[src/tmie_clear.sv]
// Post-reset sweep that walks every tape address once.
`default_nettype none

module tmie_clear #(
    parameter int unsigned TAPE_CELLS = 32768
) (
    input  wire logic                          clk,
    input  wire logic                          rst_n,
    output logic                               active,
    output logic [$clog2(TAPE_CELLS)-1:0]      addr
);

    localparam int unsigned AW = $clog2(TAPE_CELLS);
    localparam logic [AW-1:0] LAST = AW'(TAPE_CELLS - 1);

    logic          active_reg, active_next;
    logic [AW-1:0] addr_reg, addr_next;

    always_comb
    begin
        active_next = active_reg;
        addr_next   = addr_reg;
        if (active_reg)
        begin
            addr_next = addr_reg + AW'(1);
            if (addr_reg == LAST)
            begin
                active_next = 1'b0;
            end
        end
    end

    always_ff @(posedge clk or negedge rst_n)
    begin
        if (!rst_n)
        begin
            active_reg <= 1'b1;
            addr_reg   <= '0;
        end
        else
        begin
            active_reg <= active_next;
            addr_reg   <= addr_next;
        end
    end

    assign active = active_reg;
    assign addr   = addr_reg;

endmodule

`default_nettype wire

[config.mk]
export PLATFORM = sky130hd
export DESIGN_NAME = tmie_clear
export DESIGN_NICKNAME = d
export VERILOG_FILES = /design/src/tmie_clear.sv
export SDC_FILE = /design/constraint.sdc
export NUM_CORES = 1
export LEC_CHECK = 0
export BUFFER_PORTS_ARGS = -buffer_cell sky130_fd_sc_hd__buf_2
export CAP_MARGIN = 30
export CORE_UTILIZATION = 47
export DETAILED_ROUTE_END_ITERATION = 8
export GPL_TIMING_DRIVEN = 0
export PLACE_DENSITY = 0.74
export SLEW_MARGIN = 20
export SYNTH_ARGS = -nofsm -noshare
export SYNTH_HDL_FRONTEND = slang
export SYNTH_SLANG_ARGS = --single-unit
[constraint.sdc]
create_clock -name clk -period 3.7 [get_ports clk]
set_input_delay 0.185 -clock clk [delete_from_list [all_inputs] [get_ports clk]]
set_output_delay 0.185 -clock clk [all_outputs]
set_load 0.05 [all_outputs]
==> impl_metrics.csv <==
group,metric,value,unit
clock_network,clock_latency,0.29,ns
placement,gp_congestion,0.752,
final_layout,num-fill-cells,117,
synthesis,synth_nets,63,
setup_path,required,3.92,ns
floorplan,start_util,53.6,%
setup_path,max_stage_delay,0.54,ns
clock_network,cts.htree.levels,1,
final_layout,register_area,402,sq um
setup_path,r2r_end,"addr[14]",
synthesis,syn_avg_cell_area,12.2,sq um
synthesis,seq_area_frac_synth,54.9,%
clock_network,ctsRootBufferMaster,"clkbuf_4",
placement,placement.io_buffers,17,
global_route,grt_max_degree,17,
global_route,grt_pass1_wl,2120,microns
setup_path,worst-r2r-setup-slack,2.23,ns
final_layout,syn2layout_area_growth,20.5,%
clock_network,cts.reportedPaths.clkPinSlew,0.10,ns
synthesis,synth_seq_cells,16,
timing,setup_viol,0,
timing,min_period,1.47,ns
pwr,powerDensity,335,mW/mm^2
setup_path,path_cells,"clkbuf_2 -> nand4_2 -> nor4_1 -> xor2_1",
timing,fin_crit_sh,39.7,%
placement,hpwlAfterDp,892,microns
floorplan,core,0.00137,sq mm
setup_path,crit_type,"reg -> reg",
clock_network,clockBufferDepth,2,
setup_path,rr_worst_depth,4,
routing,drt_iter0_markers,17,
floorplan,rows,13,
routing,via_count,522,
timing,max_slew.worst_pin.slew,0.327,ns
synthesis,yosys_warnings,0,
clock_network,cts_buffers,3,
floorplan,die_h,41.5,microns
final_layout,multi_input_area,318,sq um
final_layout,largest_register_ffs,15,
floorplan,dieArea,0.00172,sq mm
global_route,grt_use_total,16.5,%
routing,drtPass1Iterations,4,
global_route,grt_pass1_vias,475,
timing,final_max_slew_viol_count,0,
final_layout,num-nets-final,86,
timing,relSlewSlack,78.0,%
routing,ant_nets,0,
clock_network,postCtsSetupRepairBufs,0,
setup_path,end_kind,"flip-flop",
timing,fmax,681,MHz
global_route,overflow,0,
pwr,leakagePower,0.487,nW
routing,vias_per_cell,5.38,
setup_path,worstPathArrival,1.68,ns
setup_path,cp_max_fo,7,
worst_hold_path,worstHoldPathType,"in -> async",
floorplan,ios,18,
timing,whs,0.315,ns
timing,finalClockSkew,0.00538,ns
final_layout,diodes,0,
final_layout,drive_above_1_share,34.1,%
synthesis,syn_inst,60,
setup_path,cp-start-kind,"flip-flop",
synthesis,yosysUniqueCellTypes,19,
global_route,antenna_found_initial,0,
status,status,"finished, final reports clean",
setup_path,timing.rr.start,"active",
clock_network,clkSinkCount,16,
final_layout,fin_cells,97,
timing,finalHoldViolCount,0,
setup_path,crit_slowest_cell,"dfstp_2",
pwr,peakVddDrop,0.228,mV
routing,wl,1260,microns
pwr,finalPower,0.296,mW
clock_network,tritoncts,"done",
routing,wl_per_cell,13.0,microns
placement,dp.cells,92,
floorplan,die_w,41.5,microns
timing,fin_tns_setup,0,ns
routing,drc_errors,0,
synthesis,syn_area,732,sq um
job,maxCapViolations,0,
timing,grt_setup_unrepaired,"no",
## cells in the mapped netlist
cell type	number	share of area (%)
inv_1	2	1.0
nor4_1	2	1.7
mux2_2	1	1.5
nand3_1	3	2.1
nand4_2	1	1.7
nor4_2	2	3.4
nor2_1	1	0.51
dfrtp_1	15	51
xnor2_1	6	7.2
xor2_1	8	9.6
dfstp_2	1	3.6
and3_1	1	0.86
nand4_4	1	2.9
nand2_1	5	2.6
o41a_1	1	1.5
nor3_1	4	2.7
ha_1	1	1.7
clkbuf_2	1	0.68
nand4_1	4	3.4
## worst max-delay path by stage
stage | start | depth (start not counted) | slack [ns] | endpoint
5_1_grt | active | 4 | 2.11 | addr[13]
2_1_floorplan | addr[0] | 4 | 2.08 | addr[12]
6_report | active | 4 | 2.23 | addr[14]
4_1_cts | active | 4 | 2.24 | addr[14]
3_3_place_gp | active | 4 | 2.25 | addr[12]
3_5_place_dp | active | 4 | 2.26 | addr[13]
## cell type report
| cell class | instances | area share [%] |
|---|---|---|
| plain buffers | 1 | 0.567 |
| clock buffers | 4 | 4.11 |
| inverters | 2 | 0.851 |
| multi-input cells | 41 | 36.0 |
| flip-flops and latches | 16 | 45.5 |
| well taps | 15 | 2.13 |
| repair buffers | 18 | 10.8 |
## cell usage in the layout (no fill, tap or decap)
cell type and n:
nand4_1 4, nand4_2 1, dfrtp_1 15, nor4_1 2, o41a_1 1, nand3_1 3, nor3_1 4, nor4_2 2
nand2_1 5, and3_1 1, clkbuf_4 3, buf_2 17, dlygate4sd3_1 1, clkbuf_8 1, mux2_2 1, xor2_1 8
nand4_4 1, inv_1 2, clkbuf_2 1, dfstp_2 1, ha_1 1, nor2_1 1, xnor2_1 6
## kinds of logic (layout without fill, tap and decap cells)
kind of cell    after synthesis  in the layout  share of synthesized area, %
fa+ha+maj                     1              1                          1.71
xor+xnor                     14             14                          16.8
compound gates                1              1                          1.54
flops                        16             16                          54.9
simple gates                 24             24                          21.9
buf+inv                       3             25                          1.71
mux                           1              1                          1.54
## power by group
part           switching, mW  internal [mW]  total [mW]  leakage [nW]
Sequential                 0          0.175       0.175         0.220
Clock                 0.0569         0.0600       0.117        0.0210
Combinational        0.00319        0.00107     0.00426         0.246
Total                 0.0601          0.236       0.296         0.487
## repair_timing
action | in CTS | in global routing
setup endpoints to repair | 0 | 0
hold buffers | 1 | 0
endpoints found under the hold margin | 15 | 0
resized for setup | 0 | 0
## worst max-delay path, delay by kind of cell, from the launching register on
kind | cells | cell delay, ns
flip-flops | 1 | 0.54
XOR/XNOR | 1 | 0.17
AND/OR/NAND/NOR | 2 | 0.51
buffers and inverters | 1 | 0.18
## routing by layer
| metal | part of all wire (%) | global-route usage [%] | vias to the layer above | routed length (microns) |
|---|---|---|---|---|
| met3 | 4.1 | 2.61 | 7 | 52 |
| met1 | 48 | 22.1 | 235 | 609 |
| met5 | 0 | 0 | - | 0 |
| met4 | 3.8 | 11.6 | 0 | 48 |
| met2 | 44 | 24.4 | 21 | 547 |
| li1 | - | - | 259 | - |
## through the flow
| stage | utilization, % | instance area (sq um) | setup slack, ns |
|---|---|---|---|
| finish | 64.6 | 882 | 2.23 |
| global route | 64.6 | 882 | 2.11 |
| CTS | 64.6 | 882 | 2.24 |
| detailed placement | 61.2 | 836 | 2.26 |
| global placement | 61.2 | 836 | 2.25 |
| floorplan | - | 732 | 2.08 |
Note: power is estimated with default switching activity, not from simulation.
