===== src/tmie_pkg.sv =====
// Shared opcodes, widths and command result type for the tape machine executor.
`default_nettype none

package tmie_pkg;

    localparam int unsigned CELL_W   = 8;
    localparam int unsigned INDEX_W  = 13;
    localparam int unsigned TARGET_W = 12;
    localparam int unsigned FUNC_W   = 3;

    typedef enum logic [FUNC_W-1:0] {
        OP_INC   = 3'd0,
        OP_DEC   = 3'd1,
        OP_LEFT  = 3'd2,
        OP_RIGHT = 3'd3,
        OP_OPEN  = 3'd4,
        OP_CLOSE = 3'd5,
        OP_PRINT = 3'd6,
        OP_INPUT = 3'd7
    } op_t;

    typedef struct packed {
        logic               cell_we;
        logic [CELL_W-1:0]  cell_new;
        logic               go_left;
        logic               go_right;
        logic [INDEX_W-1:0] next_index;
        logic               print_valid;
        logic [CELL_W-1:0]  print_byte;
        logic               done;
    } exec_res_t;

endpackage

`default_nettype wire


===== src/tmie_exec.sv =====
// Command evaluation: cell update, pointer move request, next index and print.
`default_nettype none

module tmie_exec
    import tmie_pkg::*;
(
    input  wire logic [FUNC_W-1:0]   func,
    input  wire logic [TARGET_W-1:0] jump_target,
    input  wire logic [CELL_W-1:0]   input_byte,
    input  wire logic [CELL_W-1:0]   cell_val,
    input  wire logic [INDEX_W-1:0]  cmd_index,
    input  wire logic [INDEX_W-1:0]  prog_len,
    output exec_res_t                res
);

    logic               halted;
    logic [INDEX_W-1:0] jump_index;
    logic [INDEX_W-1:0] seq_index;
    logic               cell_zero;

    assign halted     = (cmd_index >= prog_len);
    assign jump_index = INDEX_W'(jump_target) + INDEX_W'(1);
    assign seq_index  = cmd_index + INDEX_W'(1);
    assign cell_zero  = (cell_val == '0);

    always_comb
    begin
        res             = '0;
        res.cell_new    = cell_val;
        res.next_index  = seq_index;
        case (op_t'(func))
            OP_INC:
            begin
                if (cell_val != '1)
                begin
                    res.cell_we  = 1'b1;
                    res.cell_new = cell_val + CELL_W'(1);
                end
            end
            OP_DEC:
            begin
                if (!cell_zero)
                begin
                    res.cell_we  = 1'b1;
                    res.cell_new = cell_val - CELL_W'(1);
                end
            end
            OP_LEFT:  res.go_left  = 1'b1;
            OP_RIGHT: res.go_right = 1'b1;
            OP_OPEN:
            begin
                if (cell_zero)
                begin
                    res.next_index = jump_index;
                end
            end
            OP_CLOSE:
            begin
                if (!cell_zero)
                begin
                    res.next_index = jump_index;
                end
            end
            OP_PRINT:
            begin
                res.print_valid = 1'b1;
                res.print_byte  = cell_val;
            end
            OP_INPUT:
            begin
                res.cell_we  = 1'b1;
                res.cell_new = input_byte;
            end
            default: res.next_index = seq_index;
        endcase
        res.done = (res.next_index >= prog_len);

        // past the end of the program: hold all state, report done
        if (halted)
        begin
            res            = '0;
            res.cell_new   = cell_val;
            res.next_index = cmd_index;
            res.done       = 1'b1;
        end
    end

endmodule

`default_nettype wire


===== config.mk =====
export PLATFORM = sky130hd
export DESIGN_NAME = tmie_exec
export DESIGN_NICKNAME = d
export VERILOG_FILES = /design/src/tmie_pkg.sv /design/src/tmie_exec.sv
export SDC_FILE = /design/constraint.sdc
export NUM_CORES = 1
export LEC_CHECK = 0
export BUFFER_PORTS_ARGS = -buffer_cell sky130_fd_sc_hd__buf_2
export CELL_PAD_IN_SITES_DETAIL_PLACEMENT = 1
export CELL_PAD_IN_SITES_GLOBAL_PLACEMENT = 1
export CORE_ASPECT_RATIO = 0.9
export CORE_UTILIZATION = 34
export DETAILED_ROUTE_END_ITERATION = 8
export GPL_ROUTABILITY_DRIVEN = 0
export PLACE_DENSITY_LB_ADDON = 0.12
export SLEW_MARGIN = 0
export SYNTH_ARGS = -nofsm -noshare
export SYNTH_HDL_FRONTEND = slang
export SYNTH_SLANG_ARGS = --single-unit

===== constraint.sdc =====
create_clock -name vclk -period 5.4
set_input_delay 1.08 -clock vclk [all_inputs]
set_output_delay 1.08 -clock vclk [all_outputs]
set_load 0.01 [all_outputs]

==> summary.md, run 1 <==
The flow ran to the end, and the final reports show no timing, DRC or antenna violations. Setup repair after global routing left no endpoint under its margin. The data arrival time of the critical path was 4.09 ns. The tools report the final sum of negative setup slack as 0 ns. The analysis attributes to cell leakage a power of 1.34 nW. The tools report the area occupied by registers as 0 um2.

Mean instance size in the synthesized netlist: 7.24 um2. For this run, the top clock speed supported by timing is 193 MHz. The number of warnings printed during yosys synthesis is 0, and the horizontal extent of the die is 82.8 um.

Power spread over the standard cell area amounts to 85.1 nW/um2. Compared with the post-synthesis result, the final layout area differs by 25.3%. The die height works out to 74.7 um. The number of global-route vias before repair was 2,234. The die covers 6180 um2. The part of the Yosys area used for sequential elements was 0%.

For the total iterations of the first detailed-routing run, the log shows 4. The number of DRC markers in iteration 0 was 140; the total inserted antenna cells was 0. The highest ir drop seen on vdd was 0.0437 mV. Counting instances in the post-synthesis netlist gives the leading cell types as sky130_fd_sc_hd__ha_1 (31), sky130_fd_sc_hd__inv_1 (20), sky130_fd_sc_hd__nand2_1 (19), sky130_fd_sc_hd__and3_1 (18). After synthesis, the netlist uses 48 different library cells. The largest total area in the synthesized netlist belongs to sky130_fd_sc_hd__ha_1. The run gives 91 as the number of top-level design ports.

Net switching is 56.1% of the power. Port buffering added 91 buffers. The total overflow left after global routing is 0. Counting every instance in the synthesized netlist gives 276. The tightest min-delay check is of the in -> out type.

For the worst path setup slack after routing, the log shows 0.230 ns. Per report_power, the combinational group accounts for 100.0% of the total. The number of pins with negative max-slew slack in the final report is 0, and the clock buffer instance count of the final layout is 0. The number of gates resized after CTS was 0. Entering global routing, the biggest net connects 20 pins. The switching power of the nets was 0.000120 W; the fraction of layout cells with a size suffix above 1 was 30.5%. Counting every net in the synthesized netlist gives 364. The logs give 0 for the final hold violation count and 0 for the post-CTS setup-driven buffer insertion count. Number of antenna violations at the first check in global routing: 0. Kind of capture point of the worst setup path: an output port. After clock tree synthesis, the flow added hold-fix buffers numbering 0. The tools report the setup slack after placement as 0.217 ns.

The routed layout has 2,379 vias. The worst setup path is launched from a primary input. The floorplan has 26 rows.

Following the worst setup path forward leads to its endpoint at res[0]. The critical path starts at cell_val[0]. Setup violations remaining at the end of the flow were counted as 0. The number of cells on the worst hold path came out at 4. The cell area that synthesis handed to floorplanning was 2000 um2.

The run gives 4.32 ns as the worst path required time. The remaining max-slew budget at the tightest pin is 30.2%, and the via density per instance is 5.57. The run gives 0.0000934 W as the cell-internal power.

Leading cell type by number of instances after synthesis: sky130_fd_sc_hd__ha_1. Max-cap violations in this run came to 0. Once the floorplan was initialized, standard cells occupied 35.3% of the core. Once detailed placement completed, the half-perimeter wirelength came to 5.86 mm. The design has 0 sequential cells. The critical path is of the in -> out type.

The part of the power in the clock network was 0%. In the finished design, the share of the clock period the worst path needs comes to 95.7%. The global-route total usage across every layer is 22.6%, and the total number of nets in the final design is 447. After detailed routing, the average wire length per cell comes to 16.1 um.

The maximum fanout along the worst path is 10. After synthesis, the cell types taking the most area are sky130_fd_sc_hd__ha_1 (19%), sky130_fd_sc_hd__xor2_1 (5.7%), sky130_fd_sc_hd__and3_1 (5.6%), sky130_fd_sc_hd__mux2i_1 (5.5%), sky130_fd_sc_hd__mux2_2 (3.9%). Per report_power, the sequential group accounts for 0% of the total. For this run, design rule violations remaining after detail routing come to 0.

The first global-routing pass estimated 10.9 mm of wire. The routed design could run at a clock period as short as 5.17 ns. The transition at the pin with the smallest max-transition slack was 1.04 ns.

After detailed routing, the total wire length is 6.89 mm. The top cell type by area accounts for 19.4% of the synthesized area. The core region is 5660 um2. The post-route antenna net violation count was 0; the post-route worst hold slack was 2.51 ns.
==> layout make-up <==
cell class                      instances  area, um2
Timing Repair Buffer                   94        478
Multi-Input combinational cell        243       1860
Fill cell                             768       3160
Inverter                               20       75.1
Tap cell                               70       87.6
==> kinds of logic (layout without fill, tap and decap cells) <==
kind of cell,count (synthesis),after routing,synth area share [%]
and+or+nand+nor,96,96,28.1
AOI/OAI and AO/OA,69,69,22.2
xor gates and xnor gates,23,23,10.5
buffers and inverters,33,114,6.77
adders and majority gates,31,31,19.4
muxes,24,24,13.0
==> critical path: stages <==
cell and delay, ns:
sky130_fd_sc_hd__buf_2 0.16, sky130_fd_sc_hd__inv_1 0.11, sky130_fd_sc_hd__ha_1 0.25, sky130_fd_sc_hd__nor4b_4 0.31, sky130_fd_sc_hd__nand2_2 0.12, sky130_fd_sc_hd__xnor2_2 0.19
sky130_fd_sc_hd__nand3b_4 0.11, sky130_fd_sc_hd__mux2_1 0.34, sky130_fd_sc_hd__ha_1 0.27, sky130_fd_sc_hd__nand2b_1 0.09, sky130_fd_sc_hd__a21o_1 0.11, sky130_fd_sc_hd__a21o_1 0.10
sky130_fd_sc_hd__a211oi_1 0.06, sky130_fd_sc_hd__or4_1 0.51, sky130_fd_sc_hd__o2111ai_1 0.10, sky130_fd_sc_hd__buf_2 0.16
==> power groups by stage <==
stage | registers (W) | clock network, W | logic (W)
after floorplan | 0 | 0 | 0.000128
final | 0 | 0 | 0.000213
after global routing | 0 | 0 | 0.000238
after global placement | 0 | 0 | 0.000209
after CTS | 0 | 0 | 0.000214
after detailed placement | 0 | 0 | 0.000213
==> per-stage QoR <==
stage	power, W	util [%]	instances	cell area (um2)
5_1_grt	0.000238	44.2	427	2500
4_1_cts	0.000214	44.2	427	2500
3_5_place_dp	0.000213	44.2	427	2500
3_3_place_gp	0.000209	44.2	427	2500
2_1_floorplan	0.000128	-	276	2000
6_report	0.000213	44.2	427	2500
==> how the worst min path moves through the flow <==
stage	endpoint	slack, ns	start
global placement	res[28]	2.52	input_byte[3]
CTS	res[28]	2.52	input_byte[3]
detailed placement	res[28]	2.52	input_byte[3]
finish	res[28]	2.51	input_byte[3]
floorplan	res[10]	2.28	cmd_index[0]
global route	res[22]	2.56	cmd_index[12]
==> layer usage <==
metal / share of wire, % / up-vias / track usage [%]
li1: - / 1199 / -
met2: 43 / 82 / 36.4
met3: 6.2 / 2 / 0.121
met5: 0 / - / 0
met1: 51 / 1096 / 34.9
met4: 0.25 / 0 / 1.15
==> placed cells by master, fill, tap and decap left out, types with 12 or more instances in the layout <==
cell type	instances
sky130_fd_sc_hd__nand3_1	14
sky130_fd_sc_hd__buf_2	91
sky130_fd_sc_hd__a21oi_1	14
sky130_fd_sc_hd__nand2_1	19
sky130_fd_sc_hd__and3_1	18
sky130_fd_sc_hd__xor2_1	13
sky130_fd_sc_hd__inv_1	20
sky130_fd_sc_hd__nor2_1	12
sky130_fd_sc_hd__ha_1	31
Note: power is estimated with default switching activity, not from simulation.
==> inputs of run 2 (changes only) <==
--- a/config.mk
+++ b/config.mk
@@ -9,6 +9,7 @@
 export CELL_PAD_IN_SITES_DETAIL_PLACEMENT = 1
 export CELL_PAD_IN_SITES_GLOBAL_PLACEMENT = 1
 export CORE_ASPECT_RATIO = 0.9
+export CORE_MARGIN = 8
 export CORE_UTILIZATION = 34
 export DETAILED_ROUTE_END_ITERATION = 8
 export GPL_ROUTABILITY_DRIVEN = 0
==> run 2 against run 1 <==
Critical path depth is the same; setup slack gained 0.0092 ns; non-clock buffer count grew 1; largest cell class unchanged; die area grew 39%; first-iteration DRC count shrank 11%; sequential share of layout area is the same; power grew 0.52%; cell area grew 0.30%; clock-buffer cell count is the same; largest power group unchanged.
==> summary.md, run 2 (synthesized netlist as in run 1, its figures left out) <==
The run finished with clean final reports. Number of global-route vias before repair: 2,460. For this block, the routed nets add up to 7.56 mm of wire. The worst setup path is captured at an output port. The area occupied by registers is 0 um2. 0 antenna diodes ended up in the layout. The critical path starts at cell_val[0]. The number of rows created at floorplan is 26. Once layout is complete, the utilization of the core stands at 44.1%. In this run the worst hold path is classified as in -> out.

Along the worst path, the maximum fanout reaches 10. Average routed wire per standard cell: 17.7 um. In the final timing run, aggregate negative setup slack is 0 ns. The data arrival time of the critical path was 4.08 ns. Setup repair after global routing left no endpoint under its margin.

The worst path required time was 4.32 ns; the leakage power total was 1.35 nW. The total number of nets in the final design is 448. For this design the top-level I/O count stands at 91.

In this run, the number of DRC markers left after iteration 0 of detailed routing was 124. The tools report the starting density of the core as 35.1%. The logs give 0 for the post-route antenna net violation count and 2510 um2 for the area of all placed cells without fillers.

Final hold violation count: 0. The library cell used most frequently in the layout, excluding fill and tap cells, is sky130_fd_sc_hd__buf_2. The run gives 0 as the number of pins with negative max-slew slack in the final report. The count of maximum capacitance violations was 0; the maximum number of pins on one net before global-route repair was 20.

The wire-length estimate of the detail-placed layout is 6.45 mm. The floorplan step set the die width to 96.8 um. The growth of design area from synthesis to finish works out to 25.7%. The count of flip-flops and latches is 0, and the number of cells on the worst hold path is 4. Global routing used 16.7% of the available tracks across all layers. For the total overflow reported by the global router, the log shows 0. Dividing total power by cell area gives a power density of 85.3 nW/um2. The tools report the area after detailed placement as 2500 um2. The clock buffer instance count of the final layout came out at 0. Final hold analysis gives a worst-case slack of 2.53 ns. In the layout the commonest cells are sky130_fd_sc_hd__buf_2 (91), sky130_fd_sc_hd__ha_1 (31), sky130_fd_sc_hd__inv_1 (20), sky130_fd_sc_hd__nand2_1 (19), sky130_fd_sc_hd__and3_1 (18). The area of the core was 5690 um2.

The via density per instance is 5.56, and the number of antenna violations at the first check in global routing is 0. The post-route DRC violation count came out at 0. Highest ir drop seen on vdd: 0.0417 mV.

STA classifies the critical path startpoint as a primary input. The critical path ends at res[0]. The die height was 88.7 um; the total iterations of the first detailed-routing run was 4.

The floorplan step defined a die boundary enclosing 8580 um2. The total power is 0.000214 W. The final route contains 2,380 vias. The maximum achievable frequency is 194 MHz. The worst setup path is of the in -> out kind. Input and output buffers added on the ports amount to 91.

At the pin with the least slew margin, the transition time is 1.16 ns. In the final layout, the share of cells above drive strength 1 is 30.7%. The first global-routing pass estimated 12.4 mm of wire. The final critical path takes up 95.6% of the cycle.

The minimum clock period after layout came out at 5.16 ns. Count of final setup violators: 0. The remaining max-slew budget at the tightest pin is 22.4%.
run 2: worst min path at each step:
| stage | start | end | slack (ns) |
|---|---|---|---|
| global placement | cmd_index[12] | res[22] | 2.53 |
| floorplan | cmd_index[0] | res[10] | 2.28 |
| detailed placement | cmd_index[12] | res[22] | 2.53 |
| global route | cmd_index[12] | res[22] | 2.56 |
| CTS | cmd_index[12] | res[22] | 2.53 |
| finish | input_byte[0] | res[25] | 2.53 |
run 2: report_power, final:
| part | internal, W | switching [W] | total [W] |
|---|---|---|---|
| sequential | 0 | 0 | 0 |
| combinational | 0.0000933 | 0.000121 | 0.000214 |
| clock | 0 | 0 | 0 |
| total | 0.0000933 | 0.000121 | 0.000214 |
run 2: layout make-up:
type,count,area [um2]
multi-input combinational,243,1860
inverter,20,75.1
timing repair buffer,95,485
tap,70,87.6
fill,795,3180
run 2: metrics by stage:
stage	std cells	setup slack, ns
final	428	0.239
after floorplan	276	0.438
after global placement	427	0.276
after CTS	427	0.185
after global routing	428	0.00989
after detailed placement	427	0.200
run 2: critical path, cell delays in order:
cell                        delay (ns)
sky130_fd_sc_hd__buf_2            0.16
sky130_fd_sc_hd__inv_1            0.10
sky130_fd_sc_hd__ha_1             0.26
sky130_fd_sc_hd__nor4b_4          0.29
sky130_fd_sc_hd__nand2_2          0.12
sky130_fd_sc_hd__xnor2_2          0.19
sky130_fd_sc_hd__nand3b_4         0.11
sky130_fd_sc_hd__mux2_1           0.35
sky130_fd_sc_hd__ha_1             0.27
sky130_fd_sc_hd__nand2b_1         0.09
sky130_fd_sc_hd__a21o_1           0.11
sky130_fd_sc_hd__a21o_1           0.10
sky130_fd_sc_hd__a211oi_1         0.06
sky130_fd_sc_hd__or4_1            0.51
sky130_fd_sc_hd__o2111ai_1        0.11
sky130_fd_sc_hd__buf_2            0.16
run 2: repair_timing:
item,4_1_cts,5_1_grt
gates resized for setup,0,0
hold endpoints to repair,0,0
hold buffers,0,0
endpoints found under the setup margin,0,1
buffers inserted,0,1
run 2: metal layers:
layer,part of all wire [%],track usage (%)
met3,7.1,2.19
met4,0,0.139
met2,43,27.0
met5,0,0
met1,50,24.2
